[config.mk]
export PLATFORM = sky130hd
export DESIGN_NAME = windowed_mean_liftoff_detect
export DESIGN_NICKNAME = d
export VERILOG_FILES = /design/src/design/wmld_pkg.sv /design/src/design/wmld_window_mem.sv /design/src/design/wmld_divider.sv /design/src/design/windowed_mean_liftoff_detect.sv
export SDC_FILE = /design/constraint.sdc
export NUM_CORES = 2
export LEC_CHECK = 0
export ABC_CLOCK_PERIOD_IN_PS = 8700
export CAP_MARGIN = 0
export CORE_MARGIN = 1.5
export CORE_UTILIZATION = 51
export DETAILED_ROUTE_END_ITERATION = 8
export DONT_BUFFER_PORTS = 1
export PLACE_DENSITY = 0.69
export SETUP_SLACK_MARGIN = 0.05
export SKIP_LAST_GASP = 1
export SLEW_MARGIN = 25
export SYNTH_ARGS = -nofsm -noshare
export SYNTH_HDL_FRONTEND = slang
export SYNTH_HIERARCHICAL = 1
export SYNTH_SLANG_ARGS = --single-unit
[constraint.sdc]
create_clock -name clk -period 8.7 [get_ports clk]
set_input_delay 1.305 -clock clk [delete_from_list [all_inputs] [get_ports clk]]
set_output_delay 1.305 -clock clk [all_outputs]
set_load 0.01 [all_outputs]
[src/design/wmld_pkg.sv]
// Shared types and constants for the windowed mean liftoff detector.
`default_nettype none

package wmld_pkg;

	localparam int NPOS     = 4;
	localparam int PRESS_W  = 20;
	localparam int POS_W    = 12;
	localparam int ACCEL_W  = 16;
	localparam int CFG_W    = 16;
	localparam int CFG_IDX_W = 2;

	localparam logic [CFG_IDX_W-1:0] CFG_PRESSURE_MARGIN = 2'd0;
	localparam logic [CFG_IDX_W-1:0] CFG_ACCEL_THRESHOLD = 2'd1;

	localparam logic [CFG_W-1:0]          MARGIN_RESET    = 16'd20;
	localparam logic signed [ACCEL_W-1:0] THRESHOLD_RESET = 16'sd1024;

	typedef struct packed {
		logic [PRESS_W-1:0]        pressure_sample;
		logic [POS_W-1:0]          position_0;
		logic [POS_W-1:0]          position_1;
		logic [POS_W-1:0]          position_2;
		logic [POS_W-1:0]          position_3;
		logic signed [ACCEL_W-1:0] vertical_accel;
	} sample_t;

	typedef struct packed {
		logic [PRESS_W-1:0] mean_pressure;
		logic [POS_W-1:0]   mean_position_0;
		logic [POS_W-1:0]   mean_position_1;
		logic [POS_W-1:0]   mean_position_2;
		logic [POS_W-1:0]   mean_position_3;
		logic               liftoff_flag;
		logic               liftoff_event;
	} result_t;

	// One slot of the sliding window: a pressure sample and a position frame.
	typedef struct packed {
		logic [PRESS_W-1:0]         pressure;
		logic [NPOS-1:0][POS_W-1:0] position;
	} window_entry_t;

	typedef enum logic [1:0] {
		ST_IDLE,
		ST_UPDATE,
		ST_DIVIDE
	} wmld_state_t;

endpackage

`default_nettype wire

[src/design/wmld_window_mem.sv]
// Window store: one synchronous memory holding the last pressure and position samples.
`default_nettype none

module wmld_window_mem
	import wmld_pkg::*;
#(
	parameter int DEPTH = 10,
	parameter int AW    = 4
) (
	input  wire logic          clk,
	input  wire logic          wr_en,
	input  wire logic [AW-1:0] wr_addr,
	input  wire window_entry_t wr_data,
	input  wire logic          rd_en,
	input  wire logic [AW-1:0] rd_addr,
	output window_entry_t      rd_data
);

	window_entry_t mem [DEPTH];

	always_ff @(posedge clk) begin
		if (wr_en) begin
			mem[wr_addr] <= wr_data;
		end
	end

	always_ff @(posedge clk) begin
		if (rd_en) begin
			rd_data <= mem[rd_addr];
		end
	end

endmodule

`default_nettype wire

[src/design/wmld_divider.sv]
// Restoring serial divider that produces one quotient bit per cycle.
`default_nettype none

module wmld_divider #(
	parameter int DW = 24,
	parameter int VW = 4
) (
	input  wire logic          clk,
	input  wire logic          arst_n,
	input  wire logic          start,
	input  wire logic [DW-1:0] dividend,
	input  wire logic [VW-1:0] divisor,
	output logic               busy,
	output logic [DW-1:0]      quotient
);

	localparam int CNTW = $clog2(DW + 1);

	logic [CNTW-1:0] cnt_q;
	logic [VW-1:0]   rem_q;
	logic [VW-1:0]   div_q;
	logic [DW-1:0]   quo_q;
	logic [VW:0]     trial;
	logic            fits;

	// Bring down the next dividend bit and try to take the divisor off.
	assign trial    = {rem_q, quo_q[DW-1]};
	assign fits     = trial >= {1'b0, div_q};
	assign busy     = cnt_q != '0;
	assign quotient = quo_q;

	always_ff @(posedge clk or negedge arst_n) begin
		if (!arst_n) begin
			cnt_q <= '0;
		end else if (start) begin
			cnt_q <= CNTW'(DW);
		end else if (busy) begin
			cnt_q <= cnt_q - CNTW'(1);
		end
	end

	always_ff @(posedge clk) begin
		if (start) begin
			rem_q <= '0;
			div_q <= divisor;
			quo_q <= dividend;
		end else if (busy) begin
			rem_q <= fits ? VW'(trial - {1'b0, div_q}) : trial[VW-1:0];
			quo_q <= {quo_q[DW-2:0], fits};
		end
	end

endmodule

`default_nettype wire

[src/design/windowed_mean_liftoff_detect.sv]
// Top level of the windowed mean liftoff detector: control, running sums and liftoff test.
// A request is accepted in idle, the window slot is read on that edge and updated in the
// next, then five serial dividers run side by side on PW = 20 + clog2(WINDOW)-bit sums;
// the means are loaded once the pressure divider, the last to finish, is done and the result
// register has room. A new request is taken only after that load, when the block is idle again.
// Reset is asynchronous and active low; it clears control state, sums, counts and the liftoff
// latch, and needs no clearing pass over the window memory.
`default_nettype none

module windowed_mean_liftoff_detect
	import wmld_pkg::*;
#(
	parameter int WINDOW = 10
) (
	input  wire logic                 clk,
	input  wire logic                 arst_n,
	input  wire logic                 sample_valid,
	output logic                      sample_ready,
	input  wire sample_t              sample,
	output logic                      result_valid,
	input  wire logic                 result_ready,
	output result_t                   result,
	input  wire logic                 cfg_valid,
	output logic                      cfg_ready,
	input  wire logic [CFG_IDX_W-1:0] cfg_index,
	input  wire logic [CFG_W-1:0]     cfg_data
);

	// The sums must hold WINDOW full-scale samples without wrapping.
	localparam int PSUM_W = PRESS_W + $clog2(WINDOW);
	localparam int QSUM_W = POS_W + $clog2(WINDOW);
	localparam int CNT_W  = $clog2(WINDOW + 1);
	localparam int SLOT_W = (WINDOW > 1) ? $clog2(WINDOW) : 1;

	// Configuration registers. The port never stalls.
	logic [CFG_W-1:0]          margin_q;
	logic signed [ACCEL_W-1:0] threshold_q;

	assign cfg_ready = 1'b1;

	always_ff @(posedge clk or negedge arst_n) begin
		if (!arst_n) begin
			margin_q    <= MARGIN_RESET;
			threshold_q <= THRESHOLD_RESET;
		end else if (cfg_valid) begin
			case (cfg_index)
				CFG_PRESSURE_MARGIN: margin_q    <= cfg_data;
				CFG_ACCEL_THRESHOLD: threshold_q <= signed'(cfg_data);
				default: ;
			endcase
		end
	end

	// Control state machine. A request is taken in idle, the memory is read on the same
	// edge, the update and divider start happen in the following cycle, and the block then
	// waits for the dividers and for room in the result register.
	wmld_state_t state_q, state_d;
	logic        accept;
	logic        do_update;
	logic        load;
	logic        div_done;
	logic [NPOS:0] div_busy;
	logic        result_valid_q;
	result_t     result_q;

	assign accept = sample_valid && sample_ready;

	always_comb begin
		state_d = state_q;
		case (state_q)
			ST_IDLE: begin
				if (sample_valid) begin
					state_d = ST_UPDATE;
				end
			end
			ST_UPDATE: begin
				state_d = ST_DIVIDE;
			end
			ST_DIVIDE: begin
				if (div_done && (!result_valid_q || result_ready)) begin
					state_d = ST_IDLE;
				end
			end
			default: begin
				state_d = ST_IDLE;
			end
		endcase
	end

	always_comb begin
		sample_ready = 1'b0;
		do_update    = 1'b0;
		load         = 1'b0;
		case (state_q)
			ST_IDLE:   sample_ready = 1'b1;
			ST_UPDATE: do_update    = 1'b1;
			ST_DIVIDE: load         = div_done && (!result_valid_q || result_ready);
			default: ;
		endcase
	end

	always_ff @(posedge clk or negedge arst_n) begin
		if (!arst_n) begin
			state_q <= ST_IDLE;
		end else begin
			state_q <= state_d;
		end
	end

	// The accepted frame is held for the update cycle.
	sample_t sample_s1;

	always_ff @(posedge clk) begin
		if (accept) begin
			sample_s1 <= sample;
		end
	end

	// Window memory. Slots are filled in order from zero, so until the window is full the
	// slot being replaced has never been written and stands for zero. The fill count
	// therefore replaces any per-entry valid bits.
	logic [SLOT_W-1:0] slot_q;
	logic [CNT_W-1:0]  count_q;
	logic [CNT_W-1:0]  count_d;
	logic              full;
	window_entry_t     old_entry;
	window_entry_t     new_entry;

	assign full    = count_q == CNT_W'(WINDOW);
	assign count_d = full ? count_q : count_q + CNT_W'(1);

	assign new_entry.pressure    = sample_s1.pressure_sample;
	assign new_entry.position[0] = sample_s1.position_0;
	assign new_entry.position[1] = sample_s1.position_1;
	assign new_entry.position[2] = sample_s1.position_2;
	assign new_entry.position[3] = sample_s1.position_3;

	wmld_window_mem #(
		.DEPTH (WINDOW),
		.AW    (SLOT_W)
	) u_window (
		.clk     (clk),
		.wr_en   (do_update),
		.wr_addr (slot_q),
		.wr_data (new_entry),
		.rd_en   (accept),
		.rd_addr (slot_q),
		.rd_data (old_entry)
	);

	always_ff @(posedge clk or negedge arst_n) begin
		if (!arst_n) begin
			slot_q  <= '0;
			count_q <= '0;
		end else if (do_update) begin
			slot_q  <= (slot_q == SLOT_W'(WINDOW - 1)) ? '0 : slot_q + SLOT_W'(1);
			count_q <= count_d;
		end
	end

	// Running sums: take off the sample leaving the window and add the new one.
	logic [PSUM_W-1:0] psum_q, psum_d;
	logic [QSUM_W-1:0] qsum_q [NPOS];
	logic [QSUM_W-1:0] qsum_d [NPOS];
	logic [PRESS_W-1:0] p_leaving;

	assign p_leaving = full ? old_entry.pressure : '0;
	assign psum_d    = psum_q - PSUM_W'(p_leaving) + PSUM_W'(new_entry.pressure);

	always_comb begin
		for (int i = 0; i < NPOS; i++) begin
			qsum_d[i] = qsum_q[i] - QSUM_W'(full ? old_entry.position[i] : '0)
				+ QSUM_W'(new_entry.position[i]);
		end
	end

	always_ff @(posedge clk or negedge arst_n) begin
		if (!arst_n) begin
			psum_q <= '0;
			for (int i = 0; i < NPOS; i++) begin
				qsum_q[i] <= '0;
			end
		end else if (do_update) begin
			psum_q <= psum_d;
			for (int i = 0; i < NPOS; i++) begin
				qsum_q[i] <= qsum_d[i];
			end
		end
	end

	// Five dividers start together on the new sums, with the count after this sample as the
	// divisor, so it is never zero. The pressure lane has the widest dividend and finishes last.
	logic [PSUM_W-1:0] pquot;
	logic [QSUM_W-1:0] qquot [NPOS];

	wmld_divider #(
		.DW (PSUM_W),
		.VW (CNT_W)
	) u_div_pressure (
		.clk      (clk),
		.arst_n   (arst_n),
		.start    (do_update),
		.dividend (psum_d),
		.divisor  (count_d),
		.busy     (div_busy[NPOS]),
		.quotient (pquot)
	);

	for (genvar g = 0; g < NPOS; g++) begin : g_pos_div
		wmld_divider #(
			.DW (QSUM_W),
			.VW (CNT_W)
		) u_div_position (
			.clk      (clk),
			.arst_n   (arst_n),
			.start    (do_update),
			.dividend (qsum_d[g]),
			.divisor  (count_d),
			.busy     (div_busy[g]),
			.quotient (qquot[g])
		);
	end

	assign div_done = div_busy == '0;

	// Liftoff test. The first frame captures the reference before the test, so it is
	// compared against its own pressure. The test p - margin < ref is done as
	// p < ref + margin in one bit more than the pressure, which can never wrap.
	logic [PRESS_W-1:0] ref_q;
	logic [PRESS_W-1:0] ref_now;
	logic               ref_taken_q;
	logic               latched_q;
	logic               event_q;
	logic               press_low;
	logic               accel_high;
	logic               fire;

	assign ref_now    = ref_taken_q ? ref_q : new_entry.pressure;
	assign press_low  = {1'b0, new_entry.pressure}
		< ({1'b0, ref_now} + (PRESS_W + 1)'(margin_q));
	assign accel_high = sample_s1.vertical_accel > threshold_q;
	assign fire       = !latched_q && press_low && accel_high;

	always_ff @(posedge clk or negedge arst_n) begin
		if (!arst_n) begin
			ref_q       <= '0;
			ref_taken_q <= 1'b0;
			latched_q   <= 1'b0;
			event_q     <= 1'b0;
		end else if (do_update) begin
			if (!ref_taken_q) begin
				ref_q       <= new_entry.pressure;
				ref_taken_q <= 1'b1;
			end
			if (fire) begin
				latched_q <= 1'b1;
			end
			event_q <= fire;
		end
	end

	// Result register: it takes the finished means while the next request may already be
	// waiting at the input, and holds them until the consumer takes them.
	always_ff @(posedge clk or negedge arst_n) begin
		if (!arst_n) begin
			result_valid_q <= 1'b0;
		end else if (load) begin
			result_valid_q <= 1'b1;
		end else if (result_ready) begin
			result_valid_q <= 1'b0;
		end
	end

	always_ff @(posedge clk) begin
		if (load) begin
			result_q.mean_pressure   <= pquot[PRESS_W-1:0];
			result_q.mean_position_0 <= qquot[0][POS_W-1:0];
			result_q.mean_position_1 <= qquot[1][POS_W-1:0];
			result_q.mean_position_2 <= qquot[2][POS_W-1:0];
			result_q.mean_position_3 <= qquot[3][POS_W-1:0];
			result_q.liftoff_flag    <= latched_q;
			result_q.liftoff_event   <= event_q;
		end
	end

	assign result_valid = result_valid_q;
	assign result       = result_q;

	// A result waiting to be taken is never overwritten.
	a_no_overwrite: assert property (@(posedge clk) disable iff (!arst_n)
		load |-> (!result_valid_q || result_ready))
		else $error("result register loaded while still occupied");

	// The fill count and the write slot stay within the window.
	a_count_range: assert property (@(posedge clk) disable iff (!arst_n)
		(count_q <= CNT_W'(WINDOW)) && (slot_q <= SLOT_W'(WINDOW - 1)))
		else $error("window count or slot out of range");

	// Until the window is full, the write slot follows the count of samples.
	a_warmup_slot: assert property (@(posedge clk) disable iff (!arst_n)
		!full |-> (CNT_W'(slot_q) == count_q))
		else $error("write slot out of step with fill count during warm-up");

	// All dividers are running in the cycle after they are started.
	a_div_started: assert property (@(posedge clk) disable iff (!arst_n)
		do_update |=> (div_busy == '1))
		else $error("divider failed to start");

endmodule

`default_nettype wire

==> Word level (Yosys, flattened, before mapping) <==
Memories as Yosys holds them, arrays and structs flattened. A register that Yosys moved wholly into a read port is not among the register bits.
Index checks and enable logic that the tools add are counted.
W data, S select, Z words.
{ "totals": {"register_bits": 445, "latchBits": 0, "ram_bits": 680, "mem_bits_ro": 0, "inputBits": 107, "wordCells": 150, "n_memories": 1} }
{ "op_classes": {"add_sub_neg": 23, "multipliers": 0, "div_mod_pow": 0, "magnitude_cmp": 7, "n_eq_ne": 7, "shifts": 0, "mux": 43, "bitwise": 0, "n_reduce_logical": 25} }
{ "memory_table": {"columns": ["memory", "words", "width", "rd", "rd_ports_with_merged_regs", "wr", "line", "rtl"], "rows": [
  ["u_window.mem", 10, 68, 1, 1, 1, "wmld_window_mem.sv:19", "window_entry_t mem [DEPTH];"]
]} }
{ "op_table": {"columns": ["cell", "count"], "rows": [
  ["$mux W16", 8],
  ["$add A16 B12 Y16", 4],
  ["$sub A16 B12 Y16", 4],
  ["$mux W5", 10],
  ["$mux W12", 4],
  ["$mux W24", 2],
  ["$mux W20", 2],
  ["$mux W4", 7],
  ["$ge A5 B4 Y1", 5],
  ["$reduce_bool A5 Y1", 5],
  ["$sub A5 B1 Y5 const B", 5],
  ["$add A24 B20 Y24", 1],
  ["$sub A24 B20 Y24", 1],
  ["$add A20 B16 Y21", 1],
  ["$lt A20 B21 Y1", 1],
  ["$sub A4 B4 Y4", 5],
  ["$gt A16 B16 Y1", 1],
  ["$reduce_bool A2 Y1", 6],
  ["$add A4 B1 Y4 const B", 2],
  ["$eq A4 B4 Y1 const B", 2],
  ["$reduce_and A2 Y1", 4],
  ["$mux W1", 7],
  ["$pmux W2 S3", 1],
  ["$logic_not A5 Y1", 1],
  ["8 further kinds", 16]
]} }

==> Logic depth before layout (Yosys ltp) <==
{ "logic_depth": {"ltp_word": 6, "ltp_mapped": 23, "mapped_depth_nobuf": 21} }

==> Modules after synthesis <==
Netlist, hierarchy kept.
{ "by_module_without_submodules": {"columns": ["mod", "instances", "cells_each", "area_each_um2"], "rows": [
  ["wmld_window_mem", 1, 1463, 28866.4],
  ["windowed_mean_liftoff_detect", 1, 1833, 18886.9],
  ["wmld_divider (g_pos_div[2].u_div_position ...)", 2, 105, 1412.6],
  ["wmld_divider (g_pos_div[0].u_div_position ...)", 2, 104, 1405.1],
  ["wmld_divider (u_div_pressure)", 1, 121, 1734.2]
]} }

==> Worst setup path after synthesis <==
Ideal clock, no wire load.
{ "synth_path": {"kind": "register -> register", "startpoint": "reg g_pos_div[1].u_div_position.cnt_q[0]", "endpoint": "reg result_valid_q (netlist: result_valid)", "t_arrival_ns": 9.014, "t_required_ns": 8.594, "setup_slack_ns": -0.421, "stages_incl_launch_ff": 9, "path_cell_list": "dfrtp_1 inv_1 ha_1 nor4b_2 buf_2 inv_2 or4_1 nor4_1 or2_2"} }
{ "synth_between": {"elab_chain_cells": 5} }
{ "synth_rtl": {"columns": ["element", "line", "rtl"], "rows": [
  ["start: declaration", "wmld_divider.sv:19", "logic [CNTW-1:0] cnt_q;"],
  ["start signal: assignment", "wmld_divider.sv:36", "cnt_q <= CNTW'(DW);"],
  ["start signal: assignment", "wmld_divider.sv:38", "cnt_q <= cnt_q - CNTW'(1);"],
  ["$reduce_bool A5 Y1 (*)", "wmld_divider.sv:29", "assign busy = cnt_q != '0;"],
  ["net div_busy[1]", "windowed_mean_liftoff_detect.sv:62", "logic [NPOS:0] div_busy;"],
  ["$logic_not A5 Y1 (*)", "windowed_mean_liftoff_detect.sv:224", "assign div_done = div_busy == '0;"],
  ["$logic_and A1 B1 Y1 (*)", "windowed_mean_liftoff_detect.sv:97", "ST_DIVIDE: load = div_done && (!result_valid_q || result_ready);"],
  ["$mux W1 (*)", "windowed_mean_liftoff_detect.sv:94", "case (state_q)"],
  ["net load", "windowed_mean_liftoff_detect.sv:60", "logic load;"],
  ["$mux W1 / $reduce_bool A2 Y1 (equally long branches)", null, null],
  ["end signal: assignment", "windowed_mean_liftoff_detect.sv:266", "result_valid_q <= 1'b0;"],
  ["end signal: assignment", "windowed_mean_liftoff_detect.sv:268", "result_valid_q <= 1'b1;"],
  ["end signal: assignment", "windowed_mean_liftoff_detect.sv:270", "result_valid_q <= 1'b0;"],
  ["end: declaration", "windowed_mean_liftoff_detect.sv:63", "logic result_valid_q;"]
]} }
Mark *: on every way through the listed nets, which the timed path passes. The rest lies on a longest branch.
A chain may end at the register's enable or synchronous reset.

==> Worst setup path in the final report <==
{ "layout_path": {"startpoint": "reg count_q[0]", "endpoint": "reg u_div_pressure.quo_q[20] (netlist: u_div_pressure/quotient[20]) (data pin)"} }
{ "layout_between": {"elab_chain_cells": 5} }
{ "layout_rtl": {"columns": ["element", "line", "rtl"], "rows": [
  ["start: declaration", "windowed_mean_liftoff_detect.sv:123", "logic [CNT_W-1:0] count_q;"],
  ["start signal: assignment", "windowed_mean_liftoff_detect.sv:157", "count_q <= count_d;"],
  ["$eq A4 B4 Y1", "windowed_mean_liftoff_detect.sv:129", "assign full = count_q == CNT_W'(WINDOW);"],
  ["$mux W20", "windowed_mean_liftoff_detect.sv:167", "assign p_leaving = full ? old_entry.pressure : '0;"],
  ["$sub A24 B20 Y24", "windowed_mean_liftoff_detect.sv:168", "assign psum_d = psum_q - PSUM_W'(p_leaving) + PSUM_W'(new_entry.pressure);"],
  ["$add A24 B20 Y24", "windowed_mean_liftoff_detect.sv:168", null],
  ["net psum_d[20]", "windowed_mean_liftoff_detect.sv:162", "logic [PSUM_W-1:0] psum_q, psum_d;"],
  ["$mux W24", "wmld_divider.sv:43", "if (start) begin"],
  ["end signal: assignment", "wmld_divider.sv:46", "quo_q <= dividend;"],
  ["end signal: assignment", "wmld_divider.sv:49", "quo_q <= {quo_q[DW-2:0], fits};"],
  ["end: declaration", "wmld_divider.sv:22", "logic [DW-1:0] quo_q;"]
]} }
The timed path passes the listed nets, and every way through them passes these cells.

==> results.cfg <==
[place]
pre_cts_slack_ns = 3.61
hpwl_um = 71300
gp_congestion = 0.841
io_buffer_count = 0

[logic_synthesis]
ys_seq_area_share_pct = 63.9
yosys_warnings = 6
synth_top_area_share_pct = 55.0
netlist_area_mm2 = 0.0551
yosys.area_share.simple_pct = 5.80
synth_top_family_by_area = multiplexers
synth_compound_area_share_pct = 8.52
muxShareOfSynthArea_pct = 9.73
synth_cell_types = 94
yosysTopAreaCell = edfxtp_1
async_reset_ff_share_pct = 14.8
synthAdderAreaFrac_pct = 6.46
syn_inst = 3835
netlist_top_cells_area = edfxtp_1 (55%), dfrtp_1 (8.0%), mux2_2 (6.3%), ha_1 (3.8%), fa_1 (2.7%)
synth_ff_type = edfxtp_1
synth_edf_count = 1010
synthTopCellsByCount = edfxtp_1 (1,010), inv_1 (386), mux2_2 (309)
synth_most_common_cell = edfxtp_1
synthXorXnorAreaFrac_pct = 1.53
syn_area_per_cell_um2 = 14.4
synthesis.nets = 4182
ys_seq_elements = 1209

[routing]
routed_via_density = 5.63
routed-via-count = 30288
wire_per_inst_um = 22.0
drc_errors = 0
antenna_left = 0
drt_iter0_drc = 2386
wirelength_um = 119000
dr.pass1.iters = 5

[sta]
tightest_slew_ns = 1.00
fin_ws_ns = 3.60
fin_crit_sh_pct = 58.6
period_minus_slack_ns = 5.10
hold_viol_final = 0
slew_headroom_pct = 33.1
setup_tns_ns = 0
finalMaxSlewViolations = 0
rsz0062_at_grt = no
clock_skew_ns = 0.0325
setup_viol = 0
timing.fmax_mhz = 196

[layout]
nets = 4216
area_growth_pct = 10.4
drive_gt1_share_pct = 17.7

[critical_path]
timing.rr.start = count_q[0]$_DFFE_PN0P_
r2r_slack_ns = 3.60
crit_type = reg -> reg
cp.arrival_ns = 5.57
critPathMaxStageDelay_ns = 0.63
r2r_cells = 19
path_buf_inv = 3
cp-end-kind = flop
slowest_stage = buf_4
setup.worst_path.start_class = flop
critPathTopFamily = simple AND/OR/NAND/NOR gates
cp_cell_sequence = inv_1 -> ha_1 -> nand2_1 -> nor2_4 -> buf_4 -> and2_1 -> fa_1 -> inv_1 -> ha_1 -> and2b_1 -> o2111ai_2 -> nand3_2 -> nand3_1 -> a21oi_1 -> o31a_1 -> o41ai_4 -> o21bai_1 -> xor2_1 -> mux2_2
r2r-end = u_div_pressure/quotient[20]$_DFFE_PP_
cp.required_ns = 9.17
critPathMaxFanout = 55

[global_route]
grt_pass1_vias = 30280
grt_pass1_wl_um = 181000
grt.total_usage_pct = 21.4
antenna_found_initial = 10
grt_max_degree = 182
grt.overflow.total = 0

[clock_network]
cts_setup_buffers = 0
cts_tree = built
worstSkewPairLatency_ns = 0.72
numCtsBuffers = 121
ctsHtreeMaxLevel = 3
cts_resized = 0
cts.path.max_buffers = 3
root_buffer = clkbuf_16
cts.clk_slew.worst_paths_ns = 0.06
ctsHoldBuffers = 0
cts.sinks = 1209

[job]
max-cap-violations = 0

[pwr]
p_per_area_mw_per_mm2 = 367
ir_drop_mv = 0.246
power_leakage_nw = 23.0

[worst_hold_path]
worstHoldPathType = in -> async

[floorplanning]
die_h_um = 332
num_rows = 120
core-area_mm2 = 0.107
die_w_um = 332
die_area_mm2 = 0.110
start_util_pct = 51.5
ios = 180

[status]
outcome = completed
-- through the flow --
step	power, mW	util [%]	std cells	hold slack (ns)	cell area [um2]
finish	22.4	56.8	5383	0.301	60800
global route	23.7	56.8	5380	0.266	60800
CTS	22.4	56.8	5379	0.241	60800
detailed placement	17.1	53.0	5148	0.432	56700
global placement	16.9	52.9	5145	0.429	56700
floorplan	15.0	-	3835	0.422	55100
-- report_power, final --
group	internal, mW	switching [mW]	leakage [nW]
clock network	3.06	2.20	1.98
registers	7.66	0.712	11.6
logic	3.72	4.99	9.46
-- worst reg2reg max path, cell delays in order, from the launching register on --
cell and delay (ns):
dfrtp_1 0.41, inv_1 0.12, ha_1 0.16, nand2_1 0.09, nor2_4 0.40, buf_4 0.64
and2_1 0.25, fa_1 0.41, inv_1 0.07, ha_1 0.27, and2b_1 0.21, o2111ai_2 0.21
nand3_2 0.13, nand3_1 0.12, a21oi_1 0.10, o31a_1 0.35, o41ai_4 0.35, o21bai_1 0.14
xor2_1 0.16, mux2_2 0.26
-- cell usage in the layout, fill, tap and decap left out, types with 63 or more instances in the layout --
cell       instances
edfxtp_1        1010
inv_1            386
mux2_2           309
nand2_1          233
dfrtp_1          174
ha_1             166
mux2i_1          142
clkbuf_16        122
nor2_1            93
o21ai_0           87
a21oi_1           81
o22ai_1           75
fa_1              74
and2_1            70
o31ai_2           69
a22o_1            69
xnor2_1           63
-- per-layer routing --
metal  vias to the layer above  global-route usage (%)  wire length [um]
met1                     15235                    30.8             53800
met4                         2                    5.03              2240
met2                       780                    34.4             55900
met3                       152                    3.39              6670
met5                         -                       0                13
li1                      14119                       -                 -
-- registers in the layout, summed over array words and instances, names as in the netlist, 20 cells and up --
name and flops:
result 70, g_pos_div.u_div_position/cnt_q 20, new_entry 68, psum_q 24
u_window/rd_data 68, g_pos_div.u_div_position/quotient 64, qsum_q 64, u_window/mem 680
ref_q 20, u_div_pressure/quotient 24
-- how the worst max path moves through the flow --
stage / from / endpoint / depth (start not counted)
5_1_grt: count_q[0]$_DFFE_PN0P_ / u_div_pressure/quotient[20]$_DFFE_PP_ / 19
4_1_cts: count_q[0]$_DFFE_PN0P_ / u_div_pressure/quotient[20]$_DFFE_PP_ / 19
2_1_floorplan: state_q[1]$_DFFE_PN0P_ / u_window/mem[0][0]$_DFFE_PP_ / 7
3_3_place_gp: count_q[0]$_DFFE_PN0P_ / u_div_pressure/quotient[22]$_DFFE_PP_ / 19
3_5_place_dp: count_q[0]$_DFFE_PN0P_ / u_div_pressure/quotient[20]$_DFFE_PP_ / 19
6_report: count_q[0]$_DFFE_PN0P_ / u_div_pressure/quotient[20]$_DFFE_PP_ / 19
-- cell type report --
class,instances,area [um2]
Multi-Input combinational cell,2090,17800
Fill cell,8267,46200
Timing Repair Buffer,56,505
Tap cell,1403,1760
Sequential cell,1209,35200
Clock buffer,155,3260
Antenna cell,3,7.51
Inverter,391,1480
Clock inverter,76,800
-- logic make-up after synthesis --
family	Yosys count
adders and majority gates	240
DFF	1209
AOI/OAI and AO/OA	623
xor gates and xnor gates	96
buffers and inverters	536
and+or+nand+nor	638
other	1
muxes	492
No activity file was read; power rests on OpenSTA's default activity.
